File: config.mk
export PLATFORM = sky130hd
export DESIGN_NAME = multi_slot_timer_table_flat
export DESIGN_NICKNAME = d
export VERILOG_FILES = /design/src/rtl/mstt_pkg.sv /design/src/rtl/mstt_if.sv /design/src/rtl/mstt_ram.sv /design/src/rtl/mstt_key_unit.sv /design/src/rtl/multi_slot_timer_table.sv /design/src/flat_wrapper.sv
export VERILOG_INCLUDE_DIRS = /design/src /design/src/rtl
export SDC_FILE = /design/constraint.sdc
export NUM_CORES = 2
export LEC_CHECK = 0
export BUFFER_PORTS_ARGS = -buffer_cell sky130_fd_sc_hd__buf_2
export CAP_MARGIN = 20
export CORE_AREA = 2 2 378 380
export CTS_CLUSTER_DIAMETER = 120
export DETAILED_ROUTE_END_ITERATION = 16
export DIE_AREA = 0 0 380 382
export PLACE_DENSITY = 0.65
export SLEW_MARGIN = 40
export SYNTH_ARGS = -nofsm -noshare
export SYNTH_HDL_FRONTEND = slang
export SYNTH_SLANG_ARGS = --single-unit
export TNS_END_PERCENT = 10
File: constraint.sdc
create_clock -name clk -period 14.3 [get_ports clk]
set_input_delay 1.43 -clock clk [delete_from_list [all_inputs] [get_ports clk]]
set_output_delay 1.43 -clock clk [all_outputs]
set_load 0.005 [all_outputs]
File: src/rtl/multi_slot_timer_table_defines.svh
// ----------------------------------------------------------------------------
// multi_slot_timer_table_defines: assertion macros
// Shared concurrent-assertion shorthands for the timer table RTL.
// ----------------------------------------------------------------------------
`ifndef MULTI_SLOT_TIMER_TABLE_DEFINES_SVH
`define MULTI_SLOT_TIMER_TABLE_DEFINES_SVH

// Check a property on every rising clock edge outside reset.
`define MSTT_ASSERT(lbl, prop, msg) \
  lbl: assert property (@(posedge clk) disable iff (!rst_n) (prop)) else $error(msg);

// Check that a condition never holds outside reset.
`define MSTT_NEVER(lbl, cond, msg) \
  lbl: assert property (@(posedge clk) disable iff (!rst_n) !(cond)) else $error(msg);

`endif

File: src/rtl/mstt_pkg.sv
// ----------------------------------------------------------------------------
// mstt_pkg: timer table package
// Sizes, command and result codes, sequencer states and record layout.
// ----------------------------------------------------------------------------
`default_nettype none

package mstt_pkg;

  localparam int SLOTS    = 16;
  localparam int SLOT_W   = 4;
  localparam int CNT_W    = $clog2(SLOTS + 1);
  localparam int TIME_W   = 48;
  localparam int IVAL_W   = 32;
  localparam int PER_W    = 31;
  localparam int PEND_W   = 5;
  localparam int REC_W    = 1 + PER_W + TIME_W;

  typedef enum logic [1:0] {
    CMD_TICK   = 2'd0,
    CMD_ARM    = 2'd1,
    CMD_CANCEL = 2'd2,
    CMD_NONE   = 2'd3
  } cmd_t;

  typedef enum logic [1:0] {
    KIND_ARM       = 2'd0,
    KIND_CANCEL    = 2'd1,
    KIND_FIRE      = 2'd2,
    KIND_IDLE_TICK = 2'd3
  } kind_t;

  typedef enum logic [1:0] {
    ST_IDLE,
    ST_SCAN,
    ST_HANDLE,
    ST_OUT
  } state_t;

  typedef struct packed {
    logic              rep;
    logic [PER_W-1:0]  per;
    logic [TIME_W-1:0] dl;
  } rec_t;

  typedef struct packed {
    logic is_due;
    logic below_live;
    logic below_due;
  } cmp_t;

endpackage

`default_nettype wire

File: src/rtl/mstt_if.sv
// ----------------------------------------------------------------------------
// mstt_if: request and result channels
// Valid/ready channels carrying timer requests and timer results.
// ----------------------------------------------------------------------------
`default_nettype none

interface mstt_in_if;
  import mstt_pkg::*;
  logic                valid;
  logic                ready;
  logic [1:0]          cmd;
  logic [SLOT_W-1:0]   slot;
  logic signed [31:0]  interval_ms;
  logic                periodic;
  modport source (output valid, cmd, slot, interval_ms, periodic, input ready);
  modport sink   (input valid, cmd, slot, interval_ms, periodic, output ready);
endinterface

interface mstt_out_if;
  import mstt_pkg::*;
  logic                valid;
  logic                ready;
  logic [1:0]          kind;
  logic [SLOT_W-1:0]   fired_slot;
  logic                ok;
  logic                last;
  logic [PER_W-1:0]    next_delay_ms;
  logic [PEND_W-1:0]   pending;
  modport source (output valid, kind, fired_slot, ok, last, next_delay_ms, pending,
                  input ready);
  modport sink   (input valid, kind, fired_slot, ok, last, next_delay_ms, pending,
                  output ready);
endinterface

`default_nettype wire

File: src/rtl/mstt_ram.sv
// ----------------------------------------------------------------------------
// mstt_ram: generic RAM
// One write port, one read port with registered read data.
// ----------------------------------------------------------------------------
`default_nettype none

module mstt_ram #(
  parameter int WIDTH = 8,
  parameter int DEPTH = 16
) (
  input  wire logic                     clk,
  input  wire logic                     we,
  input  wire logic [$clog2(DEPTH)-1:0] waddr,
  input  wire logic [WIDTH-1:0]         wdata,
  input  wire logic [$clog2(DEPTH)-1:0] raddr,
  output logic      [WIDTH-1:0]         rdata
);

  logic [WIDTH-1:0] mem [DEPTH];

  always_ff @(posedge clk) begin
    if (we) begin
      mem[waddr] <= wdata;
    end
    rdata <= mem[raddr];
  end

endmodule

`default_nettype wire

File: src/rtl/mstt_key_unit.sv
// ----------------------------------------------------------------------------
// mstt_key_unit: deadline order key and compares
// Offset key of one slot against now, due test and compares with best keys.
// ----------------------------------------------------------------------------
`default_nettype none

module mstt_key_unit (
  input  wire logic [mstt_pkg::TIME_W-1:0] deadline,
  input  wire logic [mstt_pkg::TIME_W-1:0] now,
  input  wire logic [mstt_pkg::TIME_W-1:0] best_live_key,
  input  wire logic [mstt_pkg::TIME_W-1:0] best_due_key,
  output logic      [mstt_pkg::TIME_W-1:0] key,
  output mstt_pkg::cmp_t                   cmp
);
  import mstt_pkg::*;

  logic [TIME_W-1:0] diff;

  // Key is the wrapped difference offset by half range: half means due now.
  always_comb begin
    diff           = deadline - now;
    key            = {~diff[TIME_W-1], diff[TIME_W-2:0]};
    cmp.is_due     = !key[TIME_W-1] || (key[TIME_W-2:0] == '0);
    cmp.below_live = key < best_live_key;
    cmp.below_due  = key < best_due_key;
  end

endmodule

`default_nettype wire

File: src/rtl/multi_slot_timer_table.sv
// An arm or cancel gives its result after one pass over the slot RAM.
// A tick marks the due set in a first pass; with no slot due it gives an idle tick
// result, else it handles the earliest due slot and gives its fire result after
// another pass; each further due slot is handled after the last result is taken.
// One request at a time: a new request is taken only while the table is idle.
// Reset: synchronous, active low; clears time, live and due bits, no sweep.
// ----------------------------------------------------------------------------
// multi_slot_timer_table: timer slot table
// Sequencer around a slot record RAM and one shared key/compare unit.
// ----------------------------------------------------------------------------
`default_nettype none

module multi_slot_timer_table (
  input  wire logic  clk,
  input  wire logic  rst_n,
  mstt_in_if.sink    in_ch,
  mstt_out_if.source out_ch
);
  import mstt_pkg::*;

  // Sequencer and bookkeeping registers
  state_t              state_r, state_nxt;
  cmd_t                cmd_r, cmd_nxt;
  kind_t               kind_r, kind_nxt;
  logic [SLOT_W-1:0]   slot_r, slot_nxt;
  logic                ok_r, ok_nxt;
  logic                last_r, last_nxt;
  logic [TIME_W-1:0]   now_r, now_nxt;
  logic [SLOTS-1:0]    live_r, live_nxt;
  logic [SLOTS-1:0]    due_r, due_nxt;
  logic                mark_r, mark_nxt;
  logic [CNT_W-1:0]    cnt_r, cnt_nxt;
  logic                rd_vld_r, rd_vld_nxt;
  logic [SLOT_W-1:0]   rd_idx_r, rd_idx_nxt;
  // Best live key (for next delay) and best due key (next slot to fire)
  logic                bl_any_r, bl_any_nxt;
  logic [TIME_W-1:0]   bl_key_r, bl_key_nxt;
  logic                bd_any_r, bd_any_nxt;
  logic [TIME_W-1:0]   bd_key_r, bd_key_nxt;
  logic [SLOT_W-1:0]   bd_idx_r, bd_idx_nxt;
  logic                pick_rep_r, pick_rep_nxt;
  logic [PER_W-1:0]    pick_per_r, pick_per_nxt;

  // RAM port signals
  logic                ram_we;
  logic [SLOT_W-1:0]   ram_waddr;
  rec_t                ram_wdata;
  logic [SLOT_W-1:0]   ram_raddr;
  logic [REC_W-1:0]    ram_rdata;
  rec_t                rd_rec;

  logic [TIME_W-1:0]   ku_key;
  cmp_t                ku_cmp;

  logic                in_take;
  logic [PER_W-1:0]    ival_clamped;
  logic                lv;
  logic                cand;

  assign rd_rec = rec_t'(ram_rdata);

  mstt_ram #(
    .WIDTH (REC_W),
    .DEPTH (SLOTS)
  ) u_ram (
    .clk   (clk),
    .we    (ram_we),
    .waddr (ram_waddr),
    .wdata (ram_wdata),
    .raddr (ram_raddr),
    .rdata (ram_rdata)
  );

  mstt_key_unit u_key (
    .deadline      (rd_rec.dl),
    .now           (now_r),
    .best_live_key (bl_key_r),
    .best_due_key  (bd_key_r),
    .key           (ku_key),
    .cmp           (ku_cmp)
  );

  assign in_ch.ready = (state_r == ST_IDLE);
  assign in_take     = in_ch.valid && in_ch.ready;
  // Clamp a negative interval to zero
  assign ival_clamped = in_ch.interval_ms[IVAL_W-1] ? '0 : in_ch.interval_ms[PER_W-1:0];

  always_ff @(posedge clk) begin
    if (!rst_n) begin
      state_r  <= ST_IDLE;
      now_r    <= '0;
      live_r   <= '0;
      due_r    <= '0;
      rd_vld_r <= 1'b0;
    end else begin
      state_r  <= state_nxt;
      now_r    <= now_nxt;
      live_r   <= live_nxt;
      due_r    <= due_nxt;
      rd_vld_r <= rd_vld_nxt;
    end
  end

  always_ff @(posedge clk) begin
    cmd_r      <= cmd_nxt;
    kind_r     <= kind_nxt;
    slot_r     <= slot_nxt;
    ok_r       <= ok_nxt;
    last_r     <= last_nxt;
    mark_r     <= mark_nxt;
    cnt_r      <= cnt_nxt;
    rd_idx_r   <= rd_idx_nxt;
    bl_any_r   <= bl_any_nxt;
    bl_key_r   <= bl_key_nxt;
    bd_any_r   <= bd_any_nxt;
    bd_key_r   <= bd_key_nxt;
    bd_idx_r   <= bd_idx_nxt;
    pick_rep_r <= pick_rep_nxt;
    pick_per_r <= pick_per_nxt;
  end

  always_comb begin
    state_nxt    = state_r;
    cmd_nxt      = cmd_r;
    kind_nxt     = kind_r;
    slot_nxt     = slot_r;
    ok_nxt       = ok_r;
    last_nxt     = last_r;
    now_nxt      = now_r;
    live_nxt     = live_r;
    due_nxt      = due_r;
    mark_nxt     = mark_r;
    cnt_nxt      = cnt_r;
    rd_vld_nxt   = 1'b0;
    rd_idx_nxt   = rd_idx_r;
    bl_any_nxt   = bl_any_r;
    bl_key_nxt   = bl_key_r;
    bd_any_nxt   = bd_any_r;
    bd_key_nxt   = bd_key_r;
    bd_idx_nxt   = bd_idx_r;
    pick_rep_nxt = pick_rep_r;
    pick_per_nxt = pick_per_r;
    ram_we       = 1'b0;
    ram_waddr    = bd_idx_r;
    ram_wdata    = '{rep: pick_rep_r, per: pick_per_r,
                     dl: now_r + {{(TIME_W-PER_W){1'b0}}, pick_per_r}};
    ram_raddr    = cnt_r[SLOT_W-1:0];
    lv           = live_r[rd_idx_r];
    cand         = mark_r ? (lv && ku_cmp.is_due) : due_r[rd_idx_r];

    case (state_r)
      ST_IDLE: begin
        if (in_take) begin
          cmd_nxt    = cmd_t'(in_ch.cmd);
          slot_nxt   = in_ch.slot;
          mark_nxt   = 1'b0;
          last_nxt   = 1'b1;
          cnt_nxt    = '0;
          bl_any_nxt = 1'b0;
          bd_any_nxt = 1'b0;
          case (cmd_t'(in_ch.cmd))
            CMD_ARM: begin
              // Load the record and mark the slot live; re-arm restarts it
              ram_we    = 1'b1;
              ram_waddr = in_ch.slot;
              ram_wdata = '{rep: in_ch.periodic, per: ival_clamped,
                            dl: now_r + {{(TIME_W-PER_W){1'b0}}, ival_clamped}};
              live_nxt[in_ch.slot] = 1'b1;
              ok_nxt    = 1'b1;
              kind_nxt  = KIND_ARM;
              state_nxt = ST_SCAN;
            end
            CMD_CANCEL: begin
              ok_nxt    = live_r[in_ch.slot];
              live_nxt[in_ch.slot] = 1'b0;
              kind_nxt  = KIND_CANCEL;
              state_nxt = ST_SCAN;
            end
            CMD_TICK: begin
              // Advance time, then mark the due set in the first pass
              now_nxt   = now_r + TIME_W'(1);
              due_nxt   = '0;
              mark_nxt  = 1'b1;
              ok_nxt    = 1'b0;
              state_nxt = ST_SCAN;
            end
            default: begin
              // Unknown command: drop it
              state_nxt = ST_IDLE;
            end
          endcase
        end
      end

      ST_SCAN: begin
        // Issue one RAM read per cycle, evaluate the previous read
        if (cnt_r < CNT_W'(SLOTS)) begin
          rd_vld_nxt = 1'b1;
          rd_idx_nxt = cnt_r[SLOT_W-1:0];
          cnt_nxt    = cnt_r + CNT_W'(1);
        end
        if (rd_vld_r) begin
          if (mark_r) begin
            due_nxt[rd_idx_r] = cand;
          end
          if (lv && (!bl_any_r || ku_cmp.below_live)) begin
            bl_any_nxt = 1'b1;
            bl_key_nxt = ku_key;
          end
          if (cand && (!bd_any_r || ku_cmp.below_due)) begin
            bd_any_nxt   = 1'b1;
            bd_key_nxt   = ku_key;
            bd_idx_nxt   = rd_idx_r;
            pick_rep_nxt = rd_rec.rep;
            pick_per_nxt = rd_rec.per;
          end
        end else if (cnt_r == CNT_W'(SLOTS)) begin
          if (mark_r && bd_any_r) begin
            state_nxt = ST_HANDLE;
          end else begin
            state_nxt = ST_OUT;
            if (cmd_r == CMD_TICK) begin
              if (mark_r) begin
                kind_nxt = KIND_IDLE_TICK;
                slot_nxt = '0;
                last_nxt = 1'b1;
              end else begin
                kind_nxt = KIND_FIRE;
                last_nxt = (due_r == '0);
              end
            end
          end
        end
      end

      ST_HANDLE: begin
        // Fire the picked slot: re-arm from now or free it
        if (pick_rep_r) begin
          ram_we = 1'b1;
        end else begin
          live_nxt[bd_idx_r] = 1'b0;
        end
        due_nxt[bd_idx_r] = 1'b0;
        slot_nxt   = bd_idx_r;
        mark_nxt   = 1'b0;
        cnt_nxt    = '0;
        bl_any_nxt = 1'b0;
        bd_any_nxt = 1'b0;
        state_nxt  = ST_SCAN;
      end

      ST_OUT: begin
        // Hold the result until taken, then advance to the next due slot of a tick or go idle
        if (out_ch.ready) begin
          if (cmd_r == CMD_TICK && due_r != '0) begin
            state_nxt = ST_HANDLE;
          end else begin
            state_nxt = ST_IDLE;
          end
        end
      end

      default: begin
        state_nxt = ST_IDLE;
      end
    endcase
  end

  // Result payload
  assign out_ch.valid      = (state_r == ST_OUT);
  assign out_ch.kind       = kind_r;
  assign out_ch.fired_slot = slot_r;
  assign out_ch.ok         = ok_r;
  assign out_ch.last       = last_r;
  assign out_ch.pending    = PEND_W'($countones(live_r));
  assign out_ch.next_delay_ms =
    (!bl_any_r || !bl_key_r[TIME_W-1] || (bl_key_r[TIME_W-2:0] == '0)) ?
    '0 : bl_key_r[PER_W-1:0];

  `include "multi_slot_timer_table_defines.svh"

  `MSTT_NEVER(a_due_not_live, (due_r & ~live_r) != '0, "due slot is not live")
  `MSTT_NEVER(a_ready_while_result, in_ch.ready && out_ch.valid, "ready with result held")
  `MSTT_ASSERT(a_fire_ok_low,
               (out_ch.valid && out_ch.kind == KIND_FIRE) |-> !out_ch.ok,
               "fire with ok")
  `MSTT_ASSERT(a_tick_advance,
               (in_take && in_ch.cmd == CMD_TICK) |=> (now_r == $past(now_r) + TIME_W'(1)),
               "time did not advance")
  `MSTT_ASSERT(a_handle_has_pick,
               (state_r == ST_HANDLE) |-> (due_r[bd_idx_r] && live_r[bd_idx_r]),
               "handle without due pick")

endmodule

`default_nettype wire

File: src/flat_wrapper.sv
// flat-port wrapper written by rule: the top's interface ports become plain ports
module multi_slot_timer_table_flat import mstt_pkg::*;
  (clk, rst_n, in_ch_valid, in_ch_cmd, in_ch_slot, in_ch_interval_ms, in_ch_periodic, in_ch_ready, out_ch_valid, out_ch_kind, out_ch_fired_slot, out_ch_ok, out_ch_last, out_ch_next_delay_ms, out_ch_pending, out_ch_ready);
  mstt_in_if in_ch_i ();
  mstt_out_if out_ch_i ();
  input  wire logic clk;
  input  wire logic rst_n;
  input wire logic [$bits(in_ch_i.valid)-1:0] in_ch_valid;
  input wire logic [$bits(in_ch_i.cmd)-1:0] in_ch_cmd;
  input wire logic [$bits(in_ch_i.slot)-1:0] in_ch_slot;
  input wire logic [$bits(in_ch_i.interval_ms)-1:0] in_ch_interval_ms;
  input wire logic [$bits(in_ch_i.periodic)-1:0] in_ch_periodic;
  output wire logic [$bits(in_ch_i.ready)-1:0] in_ch_ready;
  output wire logic [$bits(out_ch_i.valid)-1:0] out_ch_valid;
  output wire logic [$bits(out_ch_i.kind)-1:0] out_ch_kind;
  output wire logic [$bits(out_ch_i.fired_slot)-1:0] out_ch_fired_slot;
  output wire logic [$bits(out_ch_i.ok)-1:0] out_ch_ok;
  output wire logic [$bits(out_ch_i.last)-1:0] out_ch_last;
  output wire logic [$bits(out_ch_i.next_delay_ms)-1:0] out_ch_next_delay_ms;
  output wire logic [$bits(out_ch_i.pending)-1:0] out_ch_pending;
  input wire logic [$bits(out_ch_i.ready)-1:0] out_ch_ready;
  assign in_ch_i.valid = in_ch_valid;
  assign in_ch_i.cmd = in_ch_cmd;
  assign in_ch_i.slot = in_ch_slot;
  assign in_ch_i.interval_ms = in_ch_interval_ms;
  assign in_ch_i.periodic = in_ch_periodic;
  assign in_ch_ready = in_ch_i.ready;
  assign out_ch_valid = out_ch_i.valid;
  assign out_ch_kind = out_ch_i.kind;
  assign out_ch_fired_slot = out_ch_i.fired_slot;
  assign out_ch_ok = out_ch_i.ok;
  assign out_ch_last = out_ch_i.last;
  assign out_ch_next_delay_ms = out_ch_i.next_delay_ms;
  assign out_ch_pending = out_ch_i.pending;
  assign out_ch_i.ready = out_ch_ready;
  multi_slot_timer_table u_core (.clk(clk), .rst_n(rst_n), .in_ch(in_ch_i), .out_ch(out_ch_i));
endmodule
======== Word level (Yosys, flattened, before mapping) ========
Memory sizes are Yosys's and may differ from the RTL's. A register that Yosys moved wholly into a read port is not among the register bits.
Cells that the tools add are included.
word-level totals
  register bits ........................... 237
  memory bits (read-only) ................. 0
  bits in latches ......................... 0
  memories kept ........................... 1
  output and inout bits ................... 46
  word-level logic and storage cells ...... 205
  bits in writable memories ............... 1280
  bits of input ports ..................... 43
operators by class
  muxes and demuxes ....................... 82
  $mul .................................... 0
  bitwise logic cells ..................... 7
  eq/ne operators ......................... 20
  reduce and logical (&&, ||, !) cells .... 46
  add/subtract/negate cells ............... 20
  order comparisons ....................... 9
  div/mod/pow operators ................... 0
  shift operators ......................... 0
memories
  memory            depth  width  rd ports  clocked after memory_dff  wr ports  line            text
  u_core.u_ram.mem  16     80     1         1                         1         mstt_ram.sv:19  logic [WIDTH-1:0] mem [DEPTH];
operators by type and width
  cell                     number
  $mux W80                 3
  $add A48 B31 Y48         2
  $lt A48 B48 Y1           2
  $mux W16                 6
  $logic_not A47 Y1        2
  $pmux W16 S2             2
  $mux W31                 2
  $add A48 B1 Y48 const B  1
  $and A16 B16 Y16         3
  $pmux W16 S3             1
  $sub A48 B48 Y48         1
  $mux W4                  9
  $add A5 B5 Y5            7
  $not A16 Y16             2
  $mux W1                  29
  $mux W2                  10
  $add A1 B1 Y2            8
  $bwmux W16               1
  $logic_not A16 Y1        1
  $ne A2 B1 Y1 const B     8
  $or A16 B16 Y16          1
  $reduce_and A4 Y1        4
  $reduce_bool A16 Y1      1
  $lt A4 B5 Y1 const B     3
  30 further kinds         75

======== Longest topological paths before layout ========
  word-level depth ........................ 9
  mapped depth ............................ 23
  mapped depth without buffers ............ 22

======== By module ========
A second synthesis with hierarchy kept.
second synthesis, totals
  cells, all modules ...................... 4437
  area total of the unflattened synthesis .. 69912.1 sq um
by module, submodules not included
  module                  instances  seq. area each (sq um)  cells an instance  area each (sq um)
  mstt_ram                1          40038.4                 2054               49422.4
  multi_slot_timer_table  1          6286.0                  1564               14940.6
  mstt_key_unit           1          0.0                     819                5549.1

======== Worst setup path after synthesis ========
Ideal clock, no wire load.
  path kind ............................... reg2reg
  start ................................... reg u_core.now_r[0]
  end ..................................... reg u_core.bd_idx_r[0], enable pin
  data arrival time ....................... 7884 ps
  required time ........................... 13773 ps
  path buffers ............................ 0
  clock period less this slack ............ 8411 ps
  setup slack ............................. 5889 ps
  setup time .............................. 527 ps
  stages on the path, launching flop included .. 21
  cell sequence ........................... dfxtp_1 -> ha_1 -> inv_1 -> fa_1 -> a21oi_2 -> o221ai_4 -> a211oi_1 -> nor2_1 -> or3_1 -> and2_1 -> ha_1 -> a2111oi_0 -> o21ai_0 -> a31o_2 -> a21oi_1 -> o41ai_1 -> a211o_1 -> maj3_1 -> a211oi_1 -> o22ai_1 -> nor2_1
on the way
  cells in the longest elaborated chain, start to end .. 7
  elaborated cells on any way between the ends .. 10
  those cells by class .................... add/sub (1); order compare (1); mux (1); bitwise (1); reduce/logical (6)
RTL lines
  item                                                    line                           text
  from (decl)                                             multi_slot_timer_table.sv:28   logic [TIME_W-1:0] now_r, now_nxt;
  from (signal assigned)                                  multi_slot_timer_table.sv:97   now_r <= now_nxt;
  $sub A48 B48 Y48 (*)                                    mstt_key_unit.sv:21            diff = deadline - now;
  named net u_core.ku_key[18]                             multi_slot_timer_table.sv:52   logic [TIME_W-1:0] ku_key;
  branches (longest 4 deep; another with $lt A48 B48 Y1)  --
  $logic_and A1 B1 Y1 (*)                                 multi_slot_timer_table.sv:210  if (cand && (!bd_any_r || ku_cmp.below_due)) begin
  $reduce_and A3 Y1 (no source line) (*)                  --
  to (signal assigned)                                    multi_slot_timer_table.sv:117  bd_idx_r <= bd_idx_nxt;
  to (decl)                                               multi_slot_timer_table.sv:40   logic [SLOT_W-1:0] bd_idx_r, bd_idx_nxt;
Mark *: on every way through the listed nets, which the timed path passes.
A chain may end at the register's enable or synchronous reset.

======== Worst setup path after layout ========
  start ................................... reg u_core.now_r[0]
  end ..................................... reg u_core.pick_per_r[21], enable pin
on the way
  cells in the longest elaborated chain, start to end .. 7
  elaborated cells on any way between the ends .. 10
  those cells by class .................... add/sub (1); order compare (1); mux (1); bitwise (1); reduce/logical (6)
RTL lines
  item                                                    line                           text
  $sub A48 B48 Y48 (*)                                    mstt_key_unit.sv:21
  named net u_core.ku_key[18]                             multi_slot_timer_table.sv:52
  branches (longest 4 deep; another with $lt A48 B48 Y1)  --
  $logic_and A1 B1 Y1 (*)                                 multi_slot_timer_table.sv:210
  $reduce_and A3 Y1 (no source line) (*)                  --
  to (signal assigned)                                    multi_slot_timer_table.sv:119  pick_per_r <= pick_per_nxt;
  to (decl)                                               multi_slot_timer_table.sv:42   logic [PER_W-1:0] pick_per_r, pick_per_nxt;
Marks and branches as above.

==> run_results.csv <==
group,metric,value,unit
status,status,"complete, no violations",
clock_network,clkSlewWorstSetupHoldPaths,0.06,ns
clock_network,cts_buffers,159,
global_routing,met2_usage,38.7,%
timing,fin_skew,0.0531,ns
layout,fin_area,79100,um^2
setup_path,rr_worst_depth,22,
floorplan,start_util,49.8,%
clock_network,post_cts_resized,0,
synthesis,synth.top_cell.area_share,61.4,%
clock_network,cts_root_buf,"clkbuf_16",
global_routing,grt_pass1_wl,262000,um
synthesis,syn-cell-area,70200,um^2
hold_path,hold_class,"reg2reg",
routing,vias,39337,
setup_path,crit_start,"u_core.now_r[0]$_SDFFE_PN0P_",
synthesis,synth_cells,4272,
clock_network,cts.path.max_buffers,3,
setup_path,crit_end,"u_core.pick_per_r[21]$_DFFE_PP_",
clock_network,htreeDepth,4,
clock_network,hold_buffers,0,
floorplan,die_w,380,um
synthesis,synth_edf_count,1434,
flow_run,max_cap_viol_count,0,
synthesis,synth_nets,4555,
timing,finalSetupViolations,0,
clock_network,cts.sinks,1597,
synthesis,yosysWarnings,0,
placed_design,dpl_cell_area,73500,um^2
placed_design,port_buffers,88,
timing,fin_tns_setup,0,ns
placed_design,gp_congestion,0.928,
setup_path,crit_required,14.71,ns
timing,fmax,143,MHz
power,p_leak,26.9,nW
routing,avgRoutedWirePerCell,27.3,um
floorplan,coreArea,141000,um^2
timing,hold_viol_final,0,
routing,vias_per_cell,6.08,
synthesis,ys_top_cells_by_count,"edfxtp_1 (1,434), mux4_2 (415), nand2_1 (261)",
timing,slew_headroom,36.7,%
synthesis,synth_cell_types,96,
setup_path,crit_fanout,49,
global_routing,use_met3,3.62,%
power,ir_worst_vdd,0.119,mV
power,power.density,178,nW/um^2
layout,final_cells,6474,
clock_network,tritoncts,"done",
synthesis,async_flop_share,0,%
global_routing,met1_usage,35.8,%
timing,slew_violations,0,
setup_path,crit_path_start_kind,"register",
setup_path,reg2reg_to,"u_core.pick_per_r[21]$_DFFE_PP_",
synthesis,synth_area_leader_cell,"edfxtp_1",
timing,rsz0062_at_grt,"false",
global_routing,antenna_found_initial,3,
global_routing,grt_max_degree,81,
global_routing,grt_pass1_vias,39077,
layout,syn_to_final_growth,12.8,%
hold_path,worstHoldStart,"u_core.u_ram.rdata[78]$_DFF_P_",
synthesis,synth.most_common_cell,"edfxtp_1",
routing,first_pass_iters,6,
global_routing,grt_usage,24.5,%
setup_path,r2r_slack,7.29,ns
layout,drive_gt1_share,21.1,%
routing,postRouteAntennaNets,0,
synthesis,synth-main-ff-cell,"edfxtp_1",
clock_network,cts_setup_buffers,0,
synthesis,ys_seq_elements,1597,
clock_network,clock_latency,0.79,ns
timing,finalCriticalPeriod,7.01,ns
routing,drcViolationCount,0,
routing,drt_iter0_markers,4071,
synthesis,syn_avg_cell_area,16.4,um^2
placed_design,preCtsSetupSlack,7.32,ns
floorplan,dieArea,145000,um^2
floorplan,die_h,382,um
global_routing,grt_busiest_layer,"met2",
routing,drt-total-wl,177000,um
synthesis,synth_sequential_area_ratio,66.0,%
floorplan,design.portCount,89,
timing,fin_crit_sh,49.0,%
timing,finalWorstSetupSlack,7.29,ns
placed_design,dp_hpwl,109000,um
timing,worst_pin_slew,0.950,ns
setup_path,end_kind,"register",
floorplan,row_count,138,
setup_path,cp_data_arrival_time,7.43,ns
synthesis,synth_area_leaders,"edfxtp_1 (61%), mux4_2 (13%), dfxtp_1 (4.7%)",
layout,nNetsFinal,4729,
global_routing,overflow,0,
setup_path,path_class,"reg2reg",
placed_design,dp_cells,6173,
setup_path,r2r_start,"u_core.now_r[0]$_SDFFE_PN0P_",
[kinds of logic (layout without fill, tap and decap cells)]
family	after synthesis	count (layout)	synth area share [%]
other	0	1	0
AO/OA/AOI/OAI	641	641	6.17
multiplexers	424	424	13.5
flip-flops	1597	1597	66.0
XOR/XNOR	131	131	1.64
buffers and inverters	373	684	2.08
AND/OR/NAND/NOR	864	864	6.17
adder cells (fa/ha/maj)	242	242	4.46
[layer usage]
metal,part of all wire [%],vias up,routed length (um)
met5,0.015,-,26
met4,2.3,4,4050
met3,6.1,226,10900
met2,47,1424,84000
met1,44,20439,78000
li1,-,17244,-
[registers in the layout, indices dropped and copies added, names as in the netlist, 5 cells and up, named ones only]
register / flops
u_core.pick_per_r: 31
u_core.due_r: 16
u_core.now_r: 48
u_core.cnt_r: 5
u_core.u_ram.rdata: 80
u_core.u_ram.mem: 1280
u_core.bd_key_r: 48
u_core.bl_key_r: 48
[area by class of cell]
| cell class | instances | area [um^2] |
|---|---|---|
| diodes | 1 | 2.50 |
| clock buffers | 216 | 4480 |
| clock inverters | 82 | 1040 |
| fillers | 10919 | 61800 |
| inverters | 204 | 766 |
| multi-input cells | 2302 | 22800 |
| flip-flops and latches | 1597 | 46300 |
| well taps | 1890 | 2360 |
| repair buffers | 182 | 1380 |
[per-stage QoR]
step / hold slack, ns / power [mW] / util, %
floorplan: 0.386 / 8.61 / -
global placement: 0.387 / 9.84 / 51.9
detailed placement: 0.389 / 9.88 / 52.2
CTS: 0.403 / 14.2 / 56.1
global route: 0.406 / 14.8 / 56.1
finish: 0.402 / 14.1 / 56.1
[worst min path at each step]
stage / to / slack (ns) / cells past startpoint
4_1_cts: u_core.pick_per_r[24]$_DFFE_PP_ / 0.40 / 0
3_3_place_gp: u_core.pick_per_r[23]$_DFFE_PP_ / 0.39 / 0
6_report: u_core.pick_per_r[30]$_DFFE_PP_ / 0.40 / 0
5_1_grt: u_core.pick_per_r[12]$_DFFE_PP_ / 0.41 / 0
2_1_floorplan: u_core.pick_per_r[0]$_DFFE_PP_ / 0.39 / 0
3_5_place_dp: u_core.pick_per_r[11]$_DFFE_PP_ / 0.39 / 0
[worst max-delay path, stage by stage, from the launching register on]
cell       delay, ns
dfxtp_1         0.47
ha_1            0.22
inv_1           0.06
fa_1            0.43
a21oi_2         0.24
o221ai_4        0.20
a211oi_1        0.52
nor2_1          0.17
or3_1           0.35
and2_1          0.21
ha_1            0.19
a2111oi_0       0.35
o21ai_0         0.16
a31o_2          0.28
a21oi_1         0.14
o41ai_1         0.11
a211o_1         0.31
maj3_1          0.41
a211oi_1        0.25
o22ai_1         0.17
nor2_4          0.12
buf_4           0.52
buf_4           0.63
[where the power goes]
| part | leakage (nW) | internal (mW) | switching [mW] | total, mW |
|---|---|---|---|---|
| clock | 2.69 | 2.53 | 1.79 | 4.32 |
| sequential | 14.4 | 5.42 | 0.117 | 5.54 |
| combinational | 9.79 | 1.84 | 2.42 | 4.26 |
| total | 26.9 | 9.78 | 4.33 | 14.1 |
[cell usage in the layout (no fill, tap or decap), types with 37 or more instances in the layout]
| cell | n |
|---|---|
| a21boi_0 | 37 |
| a21o_1 | 88 |
| a21oi_1 | 122 |
| and2_1 | 86 |
| buf_2 | 90 |
| buf_4 | 55 |
| clkbuf_16 | 162 |
| dfxtp_1 | 163 |
| edfxtp_1 | 1434 |
| ha_1 | 225 |
| inv_1 | 204 |
| mux4_2 | 415 |
| nand2_1 | 260 |
| nand3_1 | 48 |
| nand4_1 | 40 |
| nor2_1 | 147 |
| nor2b_1 | 56 |
| nor3_1 | 54 |
| nor4_1 | 39 |
| o21ai_0 | 122 |
| xnor2_1 | 81 |
No activity file was read; power rests on OpenSTA's default activity.
